## config.mk

```make
export PLATFORM = sky130hd
export DESIGN_NAME = k_way_merge_ordered_list
export DESIGN_NICKNAME = d
export VERILOG_FILES = /design/src/rtl/kwm_pkg.sv /design/src/rtl/kwm_cell.sv /design/src/rtl/k_way_merge_ordered_list.sv
export VERILOG_INCLUDE_DIRS = /design/src /design/src/rtl
export SDC_FILE = /design/constraint.sdc
export NUM_CORES = 2
export LEC_CHECK = 0
export BUFFER_PORTS_ARGS = -buffer_cell sky130_fd_sc_hd__buf_2
export CAP_MARGIN = 20
export CORE_MARGIN = 2
export CORE_UTILIZATION = 57
export CTS_BUF_LIST = sky130_fd_sc_hd__clkbuf_8
export CTS_CLUSTER_DIAMETER = 30
export DETAILED_ROUTE_END_ITERATION = 16
export PLACE_DENSITY = 0.83
export SLEW_MARGIN = 0
export SYNTH_ARGS = -nofsm -noshare
export SYNTH_HDL_FRONTEND = slang
export SYNTH_SLANG_ARGS = --single-unit
export TNS_END_PERCENT = 20
```

## constraint.sdc

```tcl
create_clock -name clock -period 18.45 [get_ports clock]
set_input_delay 0.9225 -clock clock [delete_from_list [all_inputs] [get_ports clock]]
set_output_delay 0.9225 -clock clock [all_outputs]
set_load 0.1 [all_outputs]
```

## src/rtl/k_way_merge_ordered_list_assert.svh

```systemverilog
// assertion macros for the merge list rtl
`ifndef K_WAY_MERGE_ORDERED_LIST_ASSERT_SVH
`define K_WAY_MERGE_ORDERED_LIST_ASSERT_SVH

`ifndef SYNTHESIS
`define KWM_ASSERT(lbl, clk, rst, prop) \
   lbl: assert property (@(posedge clk) disable iff (rst) (prop)) \
      else $error("merge list check failed");
`define KWM_ASSERT_ALWAYS(lbl, clk, prop) \
   lbl: assert property (@(posedge clk) (prop)) \
      else $error("merge list invariant failed");
`else
`define KWM_ASSERT(lbl, clk, rst, prop)
`define KWM_ASSERT_ALWAYS(lbl, clk, prop)
`endif

`endif

```

## src/rtl/kwm_pkg.sv

```systemverilog
// package with sizes, codes and control types of the merge list
package kwm_pkg;

   localparam int RUNS  = 16;
   localparam int RUN_W = 4;
   localparam int KEY_W = 64;
   localparam int CNT_W = $clog2(RUNS + 1);

   typedef enum logic {
      CMD_INSERT = 1'b0,
      CMD_POP    = 1'b1
   } cmd_type;

   typedef enum logic [1:0] {
      ST_INSERTED = 2'd0,
      ST_POPPED   = 2'd1,
      ST_EMPTY    = 2'd2,
      ST_FULL     = 2'd3
   } status_type;

   // per-cycle command broadcast to every cell
   typedef struct packed {
      logic ins;
      logic pop;
   } kwm_ctl_type;

endpackage

```

## src/rtl/kwm_cell.sv

```systemverilog
// one slot of the ordered list: holds a key and run, shifts with its neighbors
module kwm_cell (
   input  logic                      clock,
   input  kwm_pkg::kwm_ctl_type      ctl,
   input  logic                      slot_valid,
   input  logic [kwm_pkg::KEY_W-1:0] new_key,
   input  logic [kwm_pkg::RUN_W-1:0] new_run,
   input  logic [kwm_pkg::KEY_W-1:0] left_key,
   input  logic [kwm_pkg::RUN_W-1:0] left_run,
   input  logic                      left_after,
   input  logic [kwm_pkg::KEY_W-1:0] right_key,
   input  logic [kwm_pkg::RUN_W-1:0] right_run,
   output logic [kwm_pkg::KEY_W-1:0] key,
   output logic [kwm_pkg::RUN_W-1:0] run,
   output logic                      after
);
   import kwm_pkg::*;

   logic [KEY_W-1:0] key_ff, key_in;
   logic [RUN_W-1:0] run_ff, run_in;

   // new key belongs behind this slot
   assign after = slot_valid && (new_key > key_ff);

   always_comb begin
      key_in = key_ff;
      run_in = run_ff;
      if (ctl.ins) begin
         if (!after) begin
            if (left_after) begin
               key_in = new_key;
               run_in = new_run;
            end else begin
               key_in = left_key;
               run_in = left_run;
            end
         end
      end else if (ctl.pop) begin
         key_in = right_key;
         run_in = right_run;
      end
   end

   always_ff @(posedge clock) begin
      key_ff <= key_in;
      run_ff <= run_in;
   end

   assign key = key_ff;
   assign run = run_ff;

endmodule

```

## src/rtl/k_way_merge_ordered_list.sv

```systemverilog
// top level of the k-way merge ordered list
// Ordered list of up to RUNS (run, key) entries in a chain of cells, smallest
// key in cell 0. A new item is taken every cycle while the result register is
// free or being drained; the result is registered and appears in the cycle
// after the item is accepted. The cycle time is set by the 64-bit compare in
// each cell, which all cells do in parallel against the broadcast key, and by
// the neighbor select that follows it.
module k_way_merge_ordered_list (
   input  logic                      clock,
   input  logic                      reset,
   input  logic                      req_valid,
   output logic                      req_ready,
   input  logic                      req_cmd,
   input  logic [kwm_pkg::RUN_W-1:0] req_run_id,
   input  logic [kwm_pkg::KEY_W-1:0] req_key,
   output logic                      rsp_valid,
   input  logic                      rsp_ready,
   output logic [1:0]                rsp_status,
   output logic [kwm_pkg::RUN_W-1:0] rsp_out_run,
   output logic [kwm_pkg::KEY_W-1:0] rsp_out_key,
   output logic [kwm_pkg::CNT_W-1:0] rsp_occupancy
);
   import kwm_pkg::*;

`include "k_way_merge_ordered_list_assert.svh"

   logic             req_fire;
   logic             is_pop;
   logic             is_full;
   logic             is_empty;
   kwm_ctl_type      ctl;

   logic [CNT_W-1:0] count_ff, count_in;
   logic             rsp_valid_ff, rsp_valid_in;
   status_type       status_ff, status_in;
   logic [RUN_W-1:0] out_run_ff, out_run_in;
   logic [KEY_W-1:0] out_key_ff, out_key_in;
   logic [CNT_W-1:0] occ_ff;

   logic [KEY_W-1:0] cell_key   [RUNS];
   logic [RUN_W-1:0] cell_run   [RUNS];
   logic             cell_after [RUNS];

   assign req_ready = !rsp_valid_ff || rsp_ready;
   assign req_fire  = req_valid && req_ready;
   assign is_pop    = (req_cmd == CMD_POP);
   assign is_full   = (count_ff == CNT_W'(RUNS));
   assign is_empty  = (count_ff == '0);

   assign ctl.ins = req_fire && !is_pop && !is_full;
   assign ctl.pop = req_fire && is_pop && !is_empty;

   genvar i;
   generate
      for (i = 0; i < RUNS; i++) begin : g_cell
         logic [KEY_W-1:0] l_key, r_key;
         logic [RUN_W-1:0] l_run, r_run;
         logic             l_after;

         if (i == 0) begin : g_head
            assign l_key   = req_key;
            assign l_run   = req_run_id;
            assign l_after = 1'b1;
         end else begin : g_mid
            assign l_key   = cell_key[i-1];
            assign l_run   = cell_run[i-1];
            assign l_after = cell_after[i-1];
         end

         if (i == RUNS - 1) begin : g_tail
            assign r_key = cell_key[i];
            assign r_run = cell_run[i];
         end else begin : g_body
            assign r_key = cell_key[i+1];
            assign r_run = cell_run[i+1];
         end

         kwm_cell u_cell (
            .clock      (clock),
            .ctl        (ctl),
            .slot_valid (count_ff > CNT_W'(i)),
            .new_key    (req_key),
            .new_run    (req_run_id),
            .left_key   (l_key),
            .left_run   (l_run),
            .left_after (l_after),
            .right_key  (r_key),
            .right_run  (r_run),
            .key        (cell_key[i]),
            .run        (cell_run[i]),
            .after      (cell_after[i])
         );
      end
   endgenerate

   always_comb begin
      count_in     = count_ff;
      status_in    = status_ff;
      out_run_in   = out_run_ff;
      out_key_in   = out_key_ff;
      rsp_valid_in = rsp_valid_ff && !rsp_ready;
      if (ctl.ins) begin
         count_in = count_ff + CNT_W'(1);
      end else if (ctl.pop) begin
         count_in = count_ff - CNT_W'(1);
      end
      if (req_fire) begin
         rsp_valid_in = 1'b1;
         out_run_in   = '0;
         out_key_in   = '0;
         if (is_pop) begin
            if (is_empty) begin
               status_in = ST_EMPTY;
            end else begin
               status_in  = ST_POPPED;
               out_run_in = cell_run[0];
               out_key_in = cell_key[0];
            end
         end else begin
            status_in = is_full ? ST_FULL : ST_INSERTED;
         end
      end
   end

   always_ff @(posedge clock) begin
      if (reset) begin
         count_ff     <= '0;
         rsp_valid_ff <= 1'b0;
      end else begin
         count_ff     <= count_in;
         rsp_valid_ff <= rsp_valid_in;
      end
   end

   always_ff @(posedge clock) begin
      status_ff  <= status_in;
      out_run_ff <= out_run_in;
      out_key_ff <= out_key_in;
      if (req_fire) begin
         occ_ff <= count_in;
      end
   end

   assign rsp_valid     = rsp_valid_ff;
   assign rsp_status    = status_ff;
   assign rsp_out_run   = out_run_ff;
   assign rsp_out_key   = out_key_ff;
   assign rsp_occupancy = occ_ff;

   `KWM_ASSERT(a_count_bound, clock, reset, count_ff <= CNT_W'(RUNS))
   `KWM_ASSERT(a_head_sorted, clock, reset,
      (count_ff >= CNT_W'(2)) |-> (cell_key[0] <= cell_key[1]))
   `KWM_ASSERT(a_pop_count, clock, reset,
      ctl.pop |=> (count_ff == $past(count_ff) - CNT_W'(1)))
   `KWM_ASSERT(a_full_drop, clock, reset,
      (req_fire && !is_pop && is_full) |=> (status_ff == ST_FULL && $stable(count_ff)))
   `KWM_ASSERT(a_occ_match, clock, reset, req_fire |=> (occ_ff == count_ff))

endmodule

```

==> metrics.json <==
{
  "globalRoute.totalOverflow": 0,
  "setup_tns_ns": 0,
  "timing.critical_path.to_type": "register",
  "cts-root-to-sink-buffers": 4,
  "max_stage_delay_ns": 0.92,
  "path_cells": "buf_2, ha_1, nand4_1, nor4_2, inv_1, nor4_2, nand2_1, nor4_1, a211oi_4, buf_4, buf_4, a21oi_4, buf_4",
  "worst_hold_slack_ns": 0.123,
  "fin_area_mm2": 0.0918,
  "htree_num_levels": 5,
  "grt_start_max_net_pins": 248,
  "cts_sinks": 1169,
  "worstPathRequired_ns": 19.06,
  "yosys-top-cells-count": "sky130_fd_sc_hd__edfxtp_1 (1,163), sky130_fd_sc_hd__inv_1 (1,035), sky130_fd_sc_hd__ha_1 (1,029)",
  "post_drt_wl_per_cell_um": 23.8,
  "synthDistinctLibCells": 66,
  "layout-drive-gt1-share": 0.0906,
  "register_cell_area_after_layout_mm2": 0.0350,
  "critical_path.max_fanout": 37,
  "grt_pass1_wl_um": 386000,
  "min_path_type": "input port to register",
  "post_synth_instance_area_mm2": 0.0824,
  "instances_no_fill": 10700,
  "start_kind": "input port",
  "nets": 9661,
  "cap_viol_max_count": 0,
  "cpMostUsedCell": "sky130_fd_sc_hd__buf_4",
  "synthToLayoutAreaGrowth_pct": 11.4,
  "postCtsSetupBuffers": 0,
  "ir_drop_mv": 0.0849,
  "outcome": "complete, no violations",
  "place_congestion": 1.02,
  "path_buf_inv": 5,
  "synth-edff-count": 1163,
  "setup_viol": 0,
  "first_global_vias": 66900,
  "yosys_top_cell_by_area": "sky130_fd_sc_hd__edfxtp_1",
  "total_drc_errors_in_the_routed_layout": 0,
  "cts.hold.buffers_added": 0,
  "async_reset_ff_frac": 0,
  "crit_arrival_ns": 6.88,
  "synth-seq-area-share": 0.425,
  "initial_core_util": 0.574,
  "ratio_of_routed_vias_to_standard_cells": 6.32,
  "clock_tree.root_cell": "sky130_fd_sc_hd__clkbuf_8",
  "cts_tree": "yes",
  "fin_crit_ns": 6.27,
  "cts.repair.resized": 0,
  "synthMostInstantiatedCell": "sky130_fd_sc_hd__edfxtp_1",
  "synthCells": 8384,
  "final_antenna_net_count": 0,
  "critical_path_class": "input port to register",
  "final_util": 0.640,
  "worst_skew_pair.late_latency_ns": 1.06,
  "power_total_mw": 9.23,
  "die_y_um": 384,
  "syn_nets": 9486,
  "port_buffers": 149,
  "design.core.area_mm2": 0.143,
  "ys_warn_count": 0,
  "highest_delay_cell_along_the_critical_path": "sky130_fd_sc_hd__nor4_2",
  "slew_headroom": 0.116,
  "hold_viol": 0,
  "place.detailed.hpwl_um": 176000,
  "synth_top_area_frac": 0.424,
  "drtIter0Drc": 8640,
  "clock_skew_ns": 0.0936,
  "achievable-frequency_mhz": 159,
  "num_rows": 139,
  "ff2ff_path_depth": 13,
  "power_density_mw_per_mm2": 101,
  "postPlaceCellArea_mm2": 0.0853,
  "boundaryPins": 150,
  "multi_input_combinational_cell_area_mm2": 0.0421,
  "die_w_um": 384,
  "final.period_utilization": 0.340,
  "hold_path_depth": 3,
  "final.setup.worst_slack_ns": 12.18,
  "post-place-cells": 10100,
  "floorplan.die_area_mm2": 0.148,
  "post-place-ws_ns": 11.32,
  "layout.filler_cells": 10800,
  "timing_worst_slew_pin_value_ns": 1.33,
  "tritoncts_buffers": 308,
  "grt_setup_unrepaired": "false",
  "totalWireLength_um": 255000,
  "drv_slew": 0,
  "number_of_antenna_violations_at_the_first_check_in_global_routing": 16,
  "clock_edge_transition_at_the_registers_on_the_reported_setup_and_hold_paths_ns": 0.05,
  "syn-mean-instance-area_um2": 9.82,
  "synthTopCellsByArea": "sky130_fd_sc_hd__edfxtp_1 (42%), sky130_fd_sc_hd__ha_1 (16%), sky130_fd_sc_hd__mux2i_1 (12%), sky130_fd_sc_hd__a21oi_1 (5.0%), sky130_fd_sc_hd__inv_1 (4.7%)",
  "power.static_leakage_nw": 40.5,
  "drt-pass1-iter-count": 6,
  "synthFlopType": "sky130_fd_sc_hd__edfxtp_1",
  "groute.usage.overall": 0.338,
  "worst-path-stages": 13,
  "crit_family": "simple AND/OR/NAND/NOR gates",
  "synth.ff_latch_count": 1169,
  "via_count": 67600
}
state kept, by name, indices dropped and copies added, names as in the netlist:
signal and count:
g_cell.u_cell.key 1024, g_cell.u_cell.run 64, rsp_out_key 64, count_ff 5, rsp_occupancy 5, rsp_out_run 4
rsp_status 2, rsp_valid 1
worst register-to-register path, stage by stage (launching register included):
cell and delay [ns]:
sky130_fd_sc_hd__edfxtp_1 0.39, sky130_fd_sc_hd__inv_1 0.07, sky130_fd_sc_hd__ha_1 0.29, sky130_fd_sc_hd__nand4_1 0.40, sky130_fd_sc_hd__nor4_2 0.88, sky130_fd_sc_hd__inv_1 0.16
sky130_fd_sc_hd__nor4_2 0.92, sky130_fd_sc_hd__nand2_1 0.42, sky130_fd_sc_hd__nor4_1 0.58, sky130_fd_sc_hd__a211oi_4 0.04, sky130_fd_sc_hd__buf_4 0.36, sky130_fd_sc_hd__buf_4 0.42
sky130_fd_sc_hd__a21oi_4 0.23, sky130_fd_sc_hd__buf_4 0.63
where the power goes:
part	total [mW]	switching, mW	internal (mW)
Clock	3.51	1.42	2.09
Combinational	2.10	1.40	0.694
Sequential	3.63	0.250	3.38
Total	9.23	3.07	6.16
routing by layer:
metal	vias to the layer above	global-route usage	routed length, µm
met4	12	0.229	18300
met3	758	0.0880	28400
met2	3911	0.506	110000
met5	-	0	69
li1	30500	-	-
met1	32400	0.430	97800
cell usage in the layout, fill, tap and decap left out, drive strengths merged, types with 26 or more instances in the layout:
cell         n
clkinvlp    36
clkbuf     318
ha        1029
clkinv     114
buf        283
inv       1076
o21ai      680
o211ai      27
bufinv      35
nor2       615
mux2i      950
nand2      747
a21oi      827
nand4      207
nor2b       33
a21o       236
nor4        43
a211oi      29
nor3        26
edfxtp    1163
nand3       35
mux2        68
path summary, 6_finish.rpt:
kind / from / endpoint / slack, ns
min reg2reg: rsp_valid / rsp_valid / 0.53
min: req_valid / rsp_valid / 0.12
max reg2reg: g_cell[14].u_cell.key[62] / g_cell[14].u_cell.key[40] / 12.25
max: req_key[63] / g_cell[14].u_cell.key[40] / 12.18
cell type report:
| type | instances | area share |
|---|---|---|
| sequential | 1169 | 0.382 |
| inverter | 1036 | 0.0424 |
| multi-input combinational | 5755 | 0.459 |
| timing repair buffer | 289 | 0.0207 |
| tap | 1903 | 0.0259 |
| clock inverter | 225 | 0.0225 |
| clock buffer | 314 | 0.0471 |
| antenna | 5 | 0.000136 |
cell families (layout without fill, tap and decap cells):
group / Yosys count / after routing / synth area share
adder cells (fa/ha/maj): 1029 / 1029 / 0.156
buffers and inverters: 1460 / 1864 / 0.0682
AND/OR/NAND/NOR: 1781 / 1781 / 0.0938
other: 0 / 5 / 0
flip-flops: 1169 / 1169 / 0.425
XOR/XNOR: 4 / 4 / 0.000425
AO/OA/AOI/OAI: 1923 / 1923 / 0.131
multiplexers: 1018 / 1018 / 0.125
No activity file was read; power rests on OpenSTA's default activity.
